**config.mk**
```make
export PLATFORM = sky130hd
export DESIGN_NAME = npcm_cell
export DESIGN_NICKNAME = d
export VERILOG_FILES = /design/src/rtl/npcm_pkg.sv /design/src/rtl/npcm_cell.sv
export SDC_FILE = /design/constraint.sdc
export NUM_CORES = 1
export LEC_CHECK = 0
export BUFFER_PORTS_ARGS = -buffer_cell sky130_fd_sc_hd__buf_2
export CORE_MARGIN = 2
export CORE_UTILIZATION = 41
export DETAILED_ROUTE_END_ITERATION = 12
export HOLD_SLACK_MARGIN = 0.03
export PLACE_DENSITY = 0.85
export SLEW_MARGIN = 20
export SYNTH_ARGS = -nofsm -noshare
export SYNTH_HDL_FRONTEND = slang
export SYNTH_SLANG_ARGS = --single-unit
```
**constraint.sdc**
```tcl
create_clock -name clock -period 1.6 [get_ports clock]
set_clock_uncertainty 0.15 [all_clocks]
set_input_delay 0.08 -clock clock [delete_from_list [all_inputs] [get_ports clock]]
set_output_delay 0.08 -clock clock [all_outputs]
set_load 0.005 [all_outputs]
```
**src/rtl/npcm_pkg.sv**
```systemverilog
// Shared types, constants and helpers for the nearest palette color mapper.
package npcm_pkg;

   localparam int PALETTE_ENTRIES_DEF = 256;
   localparam int INDEX_LIMIT         = 256;
   localparam int CHAN_W              = 8;
   localparam int IDX_W               = 8;
   localparam int DIST_W              = 10;
   localparam int COUNT_W             = 9;
   localparam int MODE_W              = 2;
   localparam int WORD_W              = 3 * CHAN_W;
   localparam int CSR_DATA_W          = 32;
   localparam int CSR_ADDR_W          = 3;

   localparam logic [MODE_W-1:0] MODE_WRITE  = 2'd0;
   localparam logic [MODE_W-1:0] MODE_MATCH  = 2'd1;
   localparam logic [MODE_W-1:0] MODE_LOOKUP = 2'd2;

   localparam logic [COUNT_W-1:0] COUNT_RESET = 9'd256;

   typedef logic [WORD_W-1:0] word_type;

   typedef struct packed {
      logic start;
      logic step;
   } srch_ctrl_type;

   function automatic logic [DIST_W-1:0] chan_dist(input logic [CHAN_W-1:0] a,
                                                   input logic [CHAN_W-1:0] b);
      logic [CHAN_W-1:0] d;
      d = (a > b) ? (a - b) : (b - a);
      return DIST_W'(d);
   endfunction

endpackage

```
**src/rtl/npcm_cell.sv**
```systemverilog
// One palette cell of the rotating entry ring.
module npcm_cell (
   input  logic             clock,
   input  logic             wr_en,
   input  npcm_pkg::word_type wr_data,
   input  logic             shift,
   input  npcm_pkg::word_type shift_in,
   output npcm_pkg::word_type q
);
   import npcm_pkg::*;

   word_type word_ff;
   word_type word_in;

   always_comb begin
      word_in = word_ff;
      if (wr_en) begin
         word_in = wr_data;
      end else if (shift) begin
         word_in = shift_in;
      end
   end

   always_ff @(posedge clock) begin
      word_ff <= word_in;
   end

   assign q = word_ff;
endmodule

```
==> results.md <==
Logic synthesis:
- The sequential element share of the synthesized area is 0.644.
- Counting every net in the synthesized netlist gives 103.
- The cell area that synthesis handed to floorplanning was 0.00112 mm^2.
- Yosys printed 0 warnings.
- The synthesized area per cell is 21.5 um^2.
- The post-synthesis cell count is 52.
- The netlist uses 6 different library cells.
- Counting flops and latches in the post-synthesis netlist gives 24.

Layout:
- In the layout the commonest cells are sky130_fd_sc_hd__buf_2 (74), sky130_fd_sc_hd__dlygate4sd3_1 (47), sky130_fd_sc_hd__edfxtp_1 (24).
- The repair_antennas step left the layout with diodes totalling 0.
- The leading cell type in the layout, fill and taps excluded is sky130_fd_sc_hd__buf_2.
- Relative to the synthesized area, the layout overhead comes to 80.4%.
- The flip-flop count of the largest register after layout is 24.
- Excluding fillers, the count of instances in the completed layout stands at 208.
- In the final layout, the share of cells above drive strength 1 is 0.584.
- The final net count is 230.

Timing:
- For the pin with the worst max-slew slack, the measured transition is 300 ps.
- The number of hold-slack violations in the final timing report is 0.
- The setup-violating endpoint count in the final report is 1.
- The final critical-path setup slack is -6.34 ps.
- After routing, the total negative slack on setup checks comes to -6.34 ps.
- The tightest slew margin relative to the limit is 0.800.
- Static timing analysis puts the maximum clock frequency at 0.623 GHz.
- The minimum clock period is 1610 ps.
- The final max-slew violation count came to 0.
- Setup repair after global routing left no endpoint under its margin.
- In the finished design, the share of the clock period the worst path needs comes to 1.00.

Global route:
- The first global-routing pass estimated 5.82 mm of wire.
- The via count of the first global-routing pass is 1142.
- For this run, the total global-route usage over all layers was measured as 0.259.
- After global routing the overflow that remains totals 0.
- The number of antenna violations at the first check in global routing was 0.
- The maximum number of pins on one net before global-route repair is 25.

Clock network:
- The clock transition time at the flip-flop clock pins of the worst setup and hold paths is 140 ps.
- TritonCTS built the clock tree.
- CTS built an H-tree with a depth of 1.
- The clock passes through at most 2 buffers.
- The root buffer cell is sky130_fd_sc_hd__clkbuf_4.
- The tree built by TritonCTS fans out to 24 sinks.
- The CTS buffer count is 3.
- The number of setup buffers added after CTS is 0.

Critical path:
- The signal on the critical path passes through dlygate4sd3_1, buf_2, mux2_4, dlygate4sd3_1.
- The maximum fanout count along the critical path is 1.
- For the worst setup path, the data arrival time is 1560 ps.
- STA classifies the critical path endpoint as a register.
- At the worst endpoint, the required time is 1550 ps.
- The delay of the slowest cell on the worst path is 550 ps.
- The type of origin of the critical path is an input pin.
- The master of the slowest instance on the critical path is sky130_fd_sc_hd__dlygate4sd3_1.
- The critical path class is in2reg.
- The most prevalent standard cell on the critical path is sky130_fd_sc_hd__dlygate4sd3_1.

Power:
- For this design the static power due to leakage is 0.957 nW.
- Overall power consumption after layout is estimated at 1.45 mW.
- Across the VDD grid, the largest voltage drop is 0.637 mV.
- The power density over cell area is 715 mW/mm^2.

Drt:
- Once detail routing completed, the nets flagged for antenna violations numbered 0.
- The detailed router placed 1011 vias in this run.
- Dividing the detail-routed via count by the number of cells gives 4.86.
- The routed design has 4.02 mm of wire.
- In the final routed layout, each cell accounts on average for 19.3 um.
- The DRC violation total after the first TritonRoute iteration is 27.
- For this run, design rule violations remaining after detail routing come to 0.
- The first-pass iteration count of the detailed router is 4.

Floorplan:
- The overall die area is 0.00317 mm^2.
- The number of top-level pins is 75.
- The floorplan step set the die height to 56.3 um.
- The core region is 0.00252 mm^2.
- The die span in x is 56.3 um.
- For this configuration, the core starts out at a cell density of 0.444.
- The floorplan has 18 rows.

Run status:
- The final reports fail on setup timing.
- The run finished, with violations left.

Job:
- The number of max-cap violations is 0.

Placed design:
- At the end of routability-driven placement, the weighted congestion stood at 0.824.
- The placed instance count is 156.
- The number of buffers added on ports is 74.

Min path:
- The beginning of the worst hold path is wr_en.
- The worst hold path was traced through 2 stages.
- The type of the worst min-delay path is in2reg.
- For hold timing, the worst endpoint is q[21].
-- timing repair --
item,4_1_cts,5_1_grt
setup endpoints to repair,0,9
resized for setup,0,1
hold buffers,48,8
endpoints found under the hold margin,24,8
-- worst max path at each step --
stage,start,to,slack [ps]
final,shift_in[18],q[18],-6
after floorplan,wr_en,q[0],140
after CTS,wr_data[8],q[8],5
after detailed placement,wr_en,q[12],360
after global placement,wr_en,q[18],380
after global routing,shift_in[22],q[22],10
-- layer usage --
metal	global-route usage	wire [um]	vias to the layer above
met2	0.484	2210	62
met4	0.112	128	0
met3	0.0760	302	13
met1	0.264	1370	484
met5	0	0	-
li1	-	-	452
-- where the power goes --
part           switching, mW  internal, mW  leakage, nW  total (mW)
logic                  0.131         0.241        0.697       0.371
clock network          0.193        0.0918       0.0154       0.284
registers             0.0189         0.771        0.245       0.790
total                  0.342          1.10        0.957        1.45
-- final cells by class --
cell class                      count  area (um^2)
Clock inverter                      1         3.75
Clock buffer                        3         22.5
Timing Repair Buffer              125          888
Multi-Input combinational cell     25          348
Tap cell                           30         37.5
Fill cell                         132          502
Sequential cell                    24          721
-- synthesized netlist by cell type --
master	number	area (um^2)
sky130_fd_sc_hd__mux2_2	5	56.3
sky130_fd_sc_hd__edfxtp_1	24	721
sky130_fd_sc_hd__or2_1	1	6.26
sky130_fd_sc_hd__buf_6	1	11.3
sky130_fd_sc_hd__mux2_4	19	285
sky130_fd_sc_hd__buf_12	2	40.0
-- logic make-up (layout without fill, tap and decap cells) --
logic type,Yosys count,count (layout),synth area share
and+or+nand+nor,1,1,0.00559
muxes,24,24,0.305
buffers and inverters,3,129,0.0458
DFF,24,24,0.644
-- metrics by stage --
| step | hold slack [ps] | worst slack (ps) | instance area (um^2) | utilization |
|---|---|---|---|---|
| final | 107 | -6.34 | 2020 | 0.801 |
| after global routing | 94.5 | 9.96 | 2020 | 0.801 |
| after CTS | 246 | 4.70 | 2020 | 0.800 |
| after floorplan | 147 | 143 | 1120 | - |
| after detailed placement | 235 | 358 | 1510 | 0.599 |
| after global placement | 230 | 380 | 1510 | 0.599 |
-- critical path, delay by kind of cell --
family,cells,cell delay (ps)
muxes,1,260
buffers and inverters,3,1230
Note: power is estimated with default switching activity, not from simulation.
