[config.mk]
export PLATFORM = sky130hd
export DESIGN_NAME = npcm_search
export DESIGN_NICKNAME = d
export VERILOG_FILES = /design/src/rtl/npcm_pkg.sv /design/src/rtl/npcm_search.sv
export SDC_FILE = /design/constraint.sdc
export NUM_CORES = 1
export LEC_CHECK = 0
export BUFFER_PORTS_ARGS = -buffer_cell sky130_fd_sc_hd__buf_2
export CELL_PAD_IN_SITES_DETAIL_PLACEMENT = 1
export CELL_PAD_IN_SITES_GLOBAL_PLACEMENT = 2
export CORE_MARGIN = 1
export CORE_UTILIZATION = 35
export CTS_CLUSTER_DIAMETER = 40
export DETAILED_ROUTE_END_ITERATION = 10
export PLACE_DENSITY_LB_ADDON = 0.2
export SYNTH_ARGS = -nofsm -noshare
export SYNTH_HDL_FRONTEND = slang
export SYNTH_SLANG_ARGS = --single-unit
[constraint.sdc]
create_clock -name clock -period 9.12 [get_ports clock]
set_input_delay 1.368 -clock clock [delete_from_list [all_inputs] [get_ports clock]]
set_output_delay 1.368 -clock clock [all_outputs]
set_load 0.02 [all_outputs]
[src/rtl/npcm_pkg.sv]
// Shared types, constants and helpers for the nearest palette color mapper.
package npcm_pkg;

   localparam int PALETTE_ENTRIES_DEF = 256;
   localparam int INDEX_LIMIT         = 256;
   localparam int CHAN_W              = 8;
   localparam int IDX_W               = 8;
   localparam int DIST_W              = 10;
   localparam int COUNT_W             = 9;
   localparam int MODE_W              = 2;
   localparam int WORD_W              = 3 * CHAN_W;
   localparam int CSR_DATA_W          = 32;
   localparam int CSR_ADDR_W          = 3;

   localparam logic [MODE_W-1:0] MODE_WRITE  = 2'd0;
   localparam logic [MODE_W-1:0] MODE_MATCH  = 2'd1;
   localparam logic [MODE_W-1:0] MODE_LOOKUP = 2'd2;

   localparam logic [COUNT_W-1:0] COUNT_RESET = 9'd256;

   typedef logic [WORD_W-1:0] word_type;

   typedef struct packed {
      logic start;
      logic step;
   } srch_ctrl_type;

   function automatic logic [DIST_W-1:0] chan_dist(input logic [CHAN_W-1:0] a,
                                                   input logic [CHAN_W-1:0] b);
      logic [CHAN_W-1:0] d;
      d = (a > b) ? (a - b) : (b - a);
      return DIST_W'(d);
   endfunction

endpackage

[src/rtl/npcm_search.sv]
// Shared distance compare unit fed from the head of the cell ring.
module npcm_search #(
   parameter int CNT_W = 9
) (
   input  logic                             clock,
   input  npcm_pkg::srch_ctrl_type          ctrl,
   input  logic [npcm_pkg::MODE_W-1:0]      mode,
   input  logic [npcm_pkg::IDX_W-1:0]       entry,
   input  logic [npcm_pkg::CHAN_W-1:0]      red,
   input  logic [npcm_pkg::CHAN_W-1:0]      green,
   input  logic [npcm_pkg::CHAN_W-1:0]      blue,
   input  logic                             last_pixel,
   input  logic [CNT_W-1:0]                 cnt,
   input  logic [CNT_W-1:0]                 limit,
   input  npcm_pkg::word_type               head,
   output logic [npcm_pkg::IDX_W-1:0]       best_idx,
   output npcm_pkg::word_type               best_word,
   output logic [npcm_pkg::DIST_W-1:0]      best_dist,
   output logic                             best_last
);
   import npcm_pkg::*;

   logic [MODE_W-1:0] mode_ff,  mode_in;
   logic [IDX_W-1:0]  ent_ff,   ent_in;
   logic [CHAN_W-1:0] r_ff, r_in, g_ff, g_in, b_ff, b_in;
   logic              last_ff,  last_in;
   logic [IDX_W-1:0]  bidx_ff,  bidx_in;
   word_type          bword_ff, bword_in;
   logic [DIST_W-1:0] bdist_ff, bdist_in;
   logic [DIST_W-1:0] d;

   always_comb begin
      d = chan_dist(r_ff, head[WORD_W-1 -: CHAN_W])
        + chan_dist(g_ff, head[2*CHAN_W-1 -: CHAN_W])
        + chan_dist(b_ff, head[CHAN_W-1:0]);
      mode_in  = mode_ff;
      ent_in   = ent_ff;
      r_in     = r_ff;
      g_in     = g_ff;
      b_in     = b_ff;
      last_in  = last_ff;
      bidx_in  = bidx_ff;
      bword_in = bword_ff;
      bdist_in = bdist_ff;
      if (ctrl.start) begin
         mode_in  = mode;
         ent_in   = entry;
         r_in     = red;
         g_in     = green;
         b_in     = blue;
         last_in  = last_pixel;
         bidx_in  = (mode == MODE_LOOKUP) ? entry : '0;
         bword_in = '0;
         bdist_in = '0;
      end else if (ctrl.step) begin
         if (mode_ff == MODE_MATCH && cnt < limit &&
             (cnt == '0 || d < bdist_ff)) begin
            bidx_in  = cnt[IDX_W-1:0];
            bword_in = head;
            bdist_in = d;
         end
         if (mode_ff == MODE_LOOKUP && cnt == CNT_W'(ent_ff)) begin
            bword_in = head;
         end
      end
   end

   always_ff @(posedge clock) begin
      mode_ff  <= mode_in;
      ent_ff   <= ent_in;
      r_ff     <= r_in;
      g_ff     <= g_in;
      b_ff     <= b_in;
      last_ff  <= last_in;
      bidx_ff  <= bidx_in;
      bword_ff <= bword_in;
      bdist_ff <= bdist_in;
   end

   assign best_idx  = bidx_ff;
   assign best_word = bword_ff;
   assign best_dist = bdist_ff;
   assign best_last = last_ff;
endmodule
==> summary.txt, run 1 <==
Outcome
  • Status: complete, no violations

Final layout
  • Most common cell after layout, fill and taps aside: buf_2
  • Final net count: around 880
  • Commonest non-fill, non-tap cells in the layout: buf_2, inv_1, ha_1
  • Register area: around 0.0020 mm²
  • Fill cell count: 1940
  • Non-filler cells, final: between 900 and 1k
  • # diodes: 0
  • Area grow syn2layout: 18.44%
  • Final Util: 0.4221
  • Multi-input logic area: ~0.0034 mm²
  • Layout cells sized above 1: 0.2238

Yosys
  • Yosys warns: 0
  • Largest family of logic cells by synthesized area: adder cells
  • Synth Area in Adders: 0.1976
  • Post-synthesis xor/xnor area fraction: 0.04164
  • Async set-reset flop share out of synthesis: 0
  • Syn_nets: about 770
  • Syn Area/Cell: 9.799 µm²
  • Compound-Gate Fraction of Synth Area: 0.1415
  • Distinct cells, synth: between 50 and 60
  • Post-synth EDFFs: 43
  • Prevailing post-synth register cell: edfxtp_1
  • Seq/Total Area, Yosys: 0.3348
  • Mapped Cells: about 600
  • Mux contribution to synthesized area: 0.07882
  • Mapped cell area: slightly below 0.006 mm²
  • Yosys reg bits: 77
  • Post-Synth Simple-Gate Area: 0.1256

Clocking
  • Root buf cell: clkbuf_16
  • H-tree depth: 3
  • Num Clock Sinks: between 70 and 80
  • Clock slew at reported path FFs: approximately 60 ps
  • CTS buffer count: 9
  • Post-CTS sizing: 0
  • CTS Buffer Depth: 2
  • TritonCTS clock tree: yes
  • Hold-fix buffers, CTS: 0
  • Postcts setup bufs: 0
  • Clock latency on the worst-skew pair: ~340 ps

Detailed routing
  • Final WL: 14.44 mm
  • DRT Pass-1 Iters: 4
  • Vias: between 4k and 5k
  • DRT antenna net count: 0
  • Drt initial violations: roughly 150
  • DR vias/cell: 4.883
  • DRC Markers: 0
  • Drt wl/cell: between 15 and 20 µm

Floorplanning
  • Die H: 131.7 µm
  • Initial Util: 0.3564
  • Die W: 131.7 µm
  • Core area: about 0.017 mm²
  • Row Count: 47
  • Die area: 0.01735 mm²
  • IO Count: 123

Power
  • Peak supply drop: between 0.1 and 0.15 mV
  • Total Power: between 1500 and 2000 µW
  • Internal: 1017 µW
  • Switching power: approximately 700 µW
  • P_leak: roughly 0.0035 µW
  • Power Density: between 200 and 250 mW/mm²
  • Switching fraction of total power: 0.4087
  • Clock power frac: 0.208
  • Gate power share: 0.538
  • Register share of total power: 0.255

STA
  • Final hold viol count: 0
  • Setup Viol. Count Final: 0
  • Worst-Margin Slew: 963.7 ps
  • Slew Limit Headroom: 0.3575
  • RSZ-0062 raised after global routing: no
  • Final Cycle Share: 0.8098
  • Max-slew violations: 0
  • Final min period: 7386 ps
  • Final Skew: 5.411 ps
  • Fmax: between 0.1 and 0.15 GHz
  • Setup TNS: 0 ps

Place
  • PortBufs: between 100 and 150
  • Routability congestion estimate from global placement: slightly below 0.8
  • Detailed placement HPWL: between 10 and 15 mm
  • Number of placed cells counting well taps: 928

GRT
  • Grt met3 use: 0.02855
  • First-pass GRT wire length: around 24 mm
  • Initial antenna violation count: 0
  • Global Route met2 Usage: 0.2978
  • GR peak layer: met2
  • Met1 usage: 0.2184
  • GRT Residual Overflow: 0
  • Vias in the first global route: 4859
  • GRT Overall Usage: 0.1732
  • Largest net degree at the start of global routing: 57

Critical path
  • Max stage delay on crit path: a little over 700 ps
  • CP required: roughly 9000 ps
  • Critical path class: input port to flop
  • WP data arrival: around 7400 ps
  • R2r setup slk: roughly 2400 ps
  • Crit-path max FO: 11
  • CP startpoint kind: input port
  • Slowest cell on crit path: nor2b_1
  • CP Capture Type: flop

Min path
  • Min-delay worst type: flop to flop

Flow run
  • Max-cap check violation count: 0
## through the flow
step | setup slack, ps | cell area (µm²) | hold slack (ps)
after floorplan | 2378 | 5889 | 549.3
after global placement | 1595 | 6683 | 457.8
after detailed placement | 1305 | 6683 | 463.0
after CTS | 1671 | 6975 | 478.2
after global routing | 1236 | 6975 | 499.8
final | 1734 | 6975 | 474.7
## synth_stat cells, drive strengths merged (10+ instances only)
cell	instances	share of area
nand2	23	0.015
ha	69	0.15
dfxtp	34	0.12
a22o	10	0.015
mux2i	37	0.063
inv	98	0.062
nand2b	56	0.059
xnor2	13	0.019
o21ai	27	0.024
xor2	15	0.022
a21oi	29	0.027
edfxtp	43	0.22
o22ai	11	0.012
nor2	16	0.011
a21o	11	0.014
fa	15	0.051
## kinds of logic (layout without fill, tap and decap cells)
logic type,after synthesis,count (layout)
XOR/XNOR,28,28
flip-flops,77,77
AO/OA/AOI/OAI,119,119
buffers and inverters,114,237
AND/OR/NAND/NOR,134,134
adder cells (fa/ha/maj),84,84
multiplexers,45,45
## critical path: cells and delay by family
family / cells / cell delay, ps
buffers and inverters: 4 / 660
AO/OA/AOI/OAI: 11 / 2140
AND/OR/NAND/NOR: 3 / 870
XOR/XNOR: 2 / 480
multiplexers: 1 / 290
adder cells (fa/ha/maj): 5 / 1580
## layer usage
layer	vias up	routed length [µm]
met3	12	564
met1	2206	6814
met2	101	6833
met5	-	0
li1	2291	-
met4	0	223
## state kept, by name, indices dropped and copies added, names as in the netlist
signal,flops
b_ff,8
best_dist,10
best_idx,8
best_last,1
best_word,24
ent_ff,8
g_ff,8
mode_ff,2
r_ff,8
## power groups by stage
stage               Combinational [µW]  Clock (µW)  Sequential [µW]
finish                             924         357              438
global route                      1060         380              443
CTS                                944         370              438
global placement                   889           0              443
detailed placement                 935           0              445
floorplan                          649           0              480
## layout make-up
| type | instances | share of cell area |
|---|---|---|
| multi-input combinational | 410 | 0.4942 |
| sequential | 77 | 0.2827 |
| timing repair buffer | 123 | 0.08897 |
| inverter | 98 | 0.05274 |
| tap | 220 | 0.03946 |
| clock buffer | 10 | 0.03283 |
| clock inverter | 6 | 0.009148 |
## worst paths after layout
check | startpoint | cells after the start | endpoint
worst max-delay path | head[8] | 26 | best_idx[4]
worst min-delay path | best_word[23] | 2 | best_word[23]
worst max register to register | g_ff[0] | 26 | best_idx[4]
worst min register to register | best_word[23] | 2 | best_word[23]
Power figures use the tool's default switching activity.
==> run 2, diff against run 1 <==
- clock period: 9.12 -> 7.7 ns (I/O delays scaled with it)
==> run 2 against run 1 <==
Sequential share of layout area fell by 0.19 points. Clock skew about the same. Critical path type unchanged. Design area is 0.66% higher. Die area unchanged. Setup slack lost 1100 ps. Utilization rose by 0.28 points. Hold slack barely moved. Via count hardly changed. Combinational power increased by 18%. Sequential power increased by 18%. Flip-flop and latch count unchanged. Largest power group unchanged. Cell count is 0.21% higher.
==> summary.txt, run 2 (same netlist as run 1, synthesis figures left out) <==
Detailed routing
  • DR vias/cell: around 4.9
  • Drt wl/cell: approximately 15 µm
  • Vias: 4609
  • DRT Pass-1 Iters: 4
  • DRT antenna net count: 0
  • DRC Markers: 0
  • Final WL: between 10 and 15 mm
  • Drt initial violations: about 160

Clocking
  • Hold-fix buffers, CTS: 0
  • H-tree depth: 3
  • CTS Buffer Depth: 2
  • CTS buffer count: 9
  • Postcts setup bufs: 0
  • Clock latency on the worst-skew pair: ~350 ps
  • Root buf cell: clkbuf_16
  • TritonCTS clock tree: yes
  • Clock slew at reported path FFs: 60 ps
  • Post-CTS sizing: 0
  • Num Clock Sinks: a little under 80

Critical path
  • CP required: ~8000 ps
  • WP data arrival: around 7300 ps
  • Worst r2r dst: best_word[22]
  • Critical path class: input port to flop
  • End of the critical path: best_word[22]
  • Crit-path max FO: 14
  • CP startpoint kind: input port
  • Reg2reg start: g_ff[0]
  • R2r setup slk: ~1100 ps
  • R2R cell count: 26
  • CP Capture Type: flop
  • Crit path from: head[8]

Min path
  • Min-delay worst type: flop to flop
  • Hold depth: 2

Final layout
  • Max FFs per register: 24
  • Commonest non-fill, non-tap cells in the layout: buf_2, inv_1, ha_1
  • Most common cell after layout, fill and taps aside: buf_2
  • # diodes: 0
  • Area grow syn2layout: 19.23%
  • Fill cell count: 1916
  • Layout cells sized above 1: 0.2259
  • Final net count: between 800 and 900

Floorplanning
  • IO Count: ~120
  • Die W: roughly 130 µm
  • Die H: between 100 and 150 µm
  • Row Count: between 40 and 50
  • Initial Util: 0.3564
  • Die area: 0.01735 mm²
  • Core area: 0.01652 mm²

STA
  • Setup TNS: 0 ps
  • Slew Limit Headroom: 0.6054
  • Setup Viol. Count Final: 0
  • Final hold viol count: 0
  • Worst-Margin Slew: around 590 ps
  • Final Cycle Share: 0.9142
  • Fmax: 0.1421 GHz
  • RSZ-0062 raised after global routing: no
  • Max-slew violations: 0
  • Final min period: 7040 ps
  • Final Skew: 5.131 ps

GRT
  • GRT Overall Usage: 0.1763
  • Largest net degree at the start of global routing: between 60 and 70
  • GRT Residual Overflow: 0
  • Initial antenna violation count: 0
  • First-pass GRT wire length: approximately 24 mm
  • Vias in the first global route: between 4k and 5k

Place
  • Routability congestion estimate from global placement: just under 0.8
  • Detailed placement HPWL: about 12 mm
  • PortBufs: about 120

Power
  • Peak supply drop: between 0.15 and 0.2 mV
  • P_leak: between 0.003 and 0.004 µW
  • Total Power: roughly 2100 µW
  • Power Density: 295.1 mW/mm²

Outcome
  • Status: complete, no violations

Flow run
  • Max-cap check violation count: 0
-- run 2: cell types whose count changed in the layout (fill, tap and decap cells not counted), sizes merged --
| cell | change |
|---|---|
| clkinv | -1 |
| clkbuf | -1 |
| inv | +1 |
| bufinv | +1 |
| buf | +2 |
-- run 2: final cells by class --
class	count	area (µm²)	share of cell area
multi-input combinational	410	3447	0.4909
tap	220	275.3	0.03920
inverter	98	367.9	0.05239
clock buffer	9	225.2	0.03207
timing repair buffer	125	635.6	0.09052
clock inverter	7	98.84	0.01408
sequential	77	1972	0.2808
-- run 2: through the flow --
step | cells | hold WS, ps | worst slack (ps) | utilization | instance area (µm²)
global placement | 930 | 458.1 | 623.4 | 0.4053 | 6698
floorplan | 601 | 549.3 | 1171 | - | 5889
CTS | 946 | 478.8 | 617.8 | 0.4249 | 7022
finish | 946 | 474.8 | 660.3 | 0.4249 | 7022
global route | 946 | 500.2 | 240.8 | 0.4249 | 7022
detailed placement | 930 | 466.9 | 275.0 | 0.4053 | 6698
-- run 2: how the worst min path moves through the flow --
stage / slack, ps / endpoint / start
after floorplan: 550 / best_word[10] / best_word[10]
after global placement: 460 / best_word[2] / best_word[2]
after detailed placement: 470 / best_word[23] / best_word[23]
after CTS: 480 / best_word[23] / best_word[23]
after global routing: 500 / best_word[7] / best_word[7]
final: 470 / best_word[23] / best_word[23]
-- run 2: routing by layer --
layer	GRT usage	vias to the layer above	wire, µm
met1	0.2181	2210	6748
met2	0.3066	97	6933
met5	0	-	0
met3	0.04437	11	573
met4	0.04070	0	137
li1	-	2291	-
-- run 2: critical path, stage by stage --
cell and delay, ps:
buf_2 100, ha_1 170, inv_1 60, fa_1 420, a21o_1 190, a21oi_1 260
nor2_1 110, o21ai_2 440, mux2_2 440, fa_1 460, ha_1 240, fa_1 420
a21o_1 180, a21oi_1 210, nand2b_1 160, nand2b_1 60, a211oi_1 220, nor2_1 90
ha_1 300, a21oi_1 60, o21ai_0 260, a221oi_2 120, o211ai_2 110, o31a_2 460
buf_4 380, mux2i_1 230
-- run 2: where the power goes --
group / switching (µW) / internal [µW] / total (µW) / leakage, µW
sequential: 27.4 / 490 / 517 / 0.000698
combinational: 627 / 460 / 1090 / 0.00264
clock: 183 / 286 / 468 / 0.000151
total: 837 / 1240 / 2070 / 0.00349
==> run 3, diff against run 2 <==
- PLACE_DENSITY: default -> 0.91
- PLACE_DENSITY_LB_ADDON: 0.2 -> default
==> run 3 against run 2 <==
Sequential share of layout area is 0.060 points lower. Combinational power hardly changed. Register-to-register slack hardly changed. Highest routed layer unchanged.
==> summary.txt, run 3 (same netlist as run 1, synthesis figures left out) <==
Outcome
  • Status: complete, no violations

Detailed routing
  • DRC Markers: 0
  • DR vias/cell: approximately 4.9
  • Final WL: approximately 15 mm
  • Top sig layer: met4
  • Metal-1 WL: around 6.6 mm
  • Met2 WL post-DR: between 7 and 8 mm
  • Drt initial violations: approximately 150
  • Drt wl/cell: approximately 16 µm
  • DRT Pass-1 Iters: 7
  • WL met3: around 580 µm
  • Vias: 4619
  • DRT antenna net count: 0

Critical path
  • CP startpoint kind: input port
  • Top cell by count, worst path: ha_1
  • Crit-path cells: buf_2 -> inv_1 -> ha_1 -> nand4_1 -> or3_4 -> o21ai_2 -> buf_4 -> mux2_2 -> fa_1 -> ha_1 -> fa_1 -> a21o_1 -> a21oi_1 -> nand2b_1 -> nand2b_1 -> a211oi_1 -> nor2_1 -> ha_1 -> a21oi_1 -> o21ai_0 -> a221oi_2 -> o211ai_2 -> nor2b_1 -> inv_1
  • CP Capture Type: flop
  • Critical path class: input port to flop
  • Max stage delay on crit path: 700 ps
  • CP required: between 7000 and 8000 ps
  • WP data arrival: a little over 7000 ps
  • Crit-path max FO: 11
  • Slowest cell on crit path: nor2b_1

STA
  • Setup WS post-layout: around 650 ps
  • Final hold viol count: 0
  • Setup TNS: 0 ps
  • RSZ-0062 raised after global routing: no
  • Final Skew: 12.48 ps
  • Final min period: approximately 7000 ps
  • Final Cycle Share: 0.9153
  • Max-slew violations: 0
  • Setup Viol. Count Final: 0
  • Fmax: between 0.1 and 0.15 GHz
  • Worst-Margin Slew: 987.9 ps
  • Slew Limit Headroom: 0.3414

Clocking
  • Num Clock Sinks: 77
  • CTS buffer count: 9
  • CTS Buffer Depth: 2
  • TritonCTS clock tree: yes
  • Post-CTS sizing: 0
  • H-tree depth: 3
  • Clock latency on the worst-skew pair: ~350 ps
  • Postcts setup bufs: 0
  • Clock slew at reported path FFs: about 60 ps
  • Root buf cell: clkbuf_16
  • Hold-fix buffers, CTS: 0

Floorplanning
  • IO Count: roughly 120
  • Core area: between 0.015 and 0.02 mm²
  • Row Count: 47
  • Initial Util: 0.3564
  • Die area: ~0.017 mm²
  • Die H: ~130 µm
  • Die W: 131.7 µm

Final layout
  • Post-route cell area: 0.007037 mm²
  • Layout cells sized above 1: 0.2262
  • Commonest non-fill, non-tap cells in the layout: buf_2, inv_1, ha_1
  • # diodes: 0
  • Non-filler cells, final: approximately 950
  • Final net count: a little under 900
  • Most common cell after layout, fill and taps aside: buf_2
  • Area grow syn2layout: 19.48%
  • Max FFs per register: 24
  • Fill cell count: slightly below 2k

Place
  • Number of placed cells counting well taps: between 900 and 1k
  • Detailed placement HPWL: around 12 mm
  • Routability congestion estimate from global placement: approximately 0.85
  • DP Area: ~0.0067 mm²
  • PortBufs: ~120
  • Dpl ws: ~300 ps

GRT
  • Initial antenna violation count: 0
  • GRT Overall Usage: 0.1803
  • First-pass GRT wire length: roughly 25 mm
  • Vias in the first global route: 5068
  • GRT Residual Overflow: 0
  • Largest net degree at the start of global routing: slightly above 100

Power
  • Internal: roughly 1300 µW
  • Switching fraction of total power: 0.3983
  • Clock power frac: 0.240
  • Peak supply drop: roughly 0.14 mV
  • Switching power: around 840 µW
  • Power Density: approximately 300 mW/mm²
  • Gate power share: 0.514
  • Register share of total power: 0.247
  • P_leak: 0.003501 µW

Flow run
  • Max-cap check violation count: 0

Min path
  • Min-delay worst type: flop to flop
run 3: changes by cell type in the layout (fill, tap and decap cells not counted):
cell | before | now
inv_8 | 1 | 0
bufinv_16 | 2 | 3
clkinvlp_4 | 2 | 1
buf_4 | 4 | 2
clkinv_4 | 1 | 3
clkinv_1 | 1 | 0
buf_2 | 121 | 122
run 3: final timing paths:
check        slack (ps)      endpoint  cells after the start    startpoint
max                 650   best_idx[6]                     24      head[12]
max reg2reg        1120   best_idx[6]                     26       g_ff[0]
min reg2reg         470  best_word[6]                      2  best_word[6]
min                 470  best_word[6]                      2  best_word[6]
run 3: per-layer routing:
| metal | vias up | GRT usage |
|---|---|---|
| met5 | - | 0 |
| met4 | 0 | 0.07946 |
| met3 | 24 | 0.03164 |
| met2 | 107 | 0.3172 |
| met1 | 2203 | 0.2146 |
| li1 | 2285 | - |
run 3: cell type report:
class	count	area (µm²)	area share
Clock inverter	7	123.9	0.01760
Sequential cell	77	1972	0.2802
Timing Repair Buffer	124	625.6	0.08890
Multi-Input combinational cell	410	3447	0.4899
Inverter	98	367.9	0.05228
Clock buffer	9	225.2	0.03201
Tap cell	220	275.3	0.03912
run 3: power by group through the flow:
stage / Clock (µW) / Combinational (µW) / Sequential (µW)
after global placement: 0 / 1030 / 525
after detailed placement: 0 / 1090 / 529
after global routing: 531 / 1240 / 526
after CTS: 518 / 1100 / 521
after floorplan: 0 / 769 / 568
final: 505 / 1080 / 520
run 3: critical path: cells and delay by family:
family,cells,cell delay (ps)
compound gates,8,1230
fa+ha+maj,5,1880
buf+inv,4,720
mux,1,360
simple gates,6,1690
run 3: through the flow:
| stage | total power [µW] | util | hold WS, ps |
|---|---|---|---|
| floorplan | 1337 | - | 549.3 |
| global placement | 1556 | 0.4047 | 458.1 |
| detailed placement | 1618 | 0.4047 | 465.4 |
| CTS | 2136 | 0.4258 | 476.5 |
| global route | 2294 | 0.4258 | 492.0 |
| finish | 2108 | 0.4258 | 472.0 |
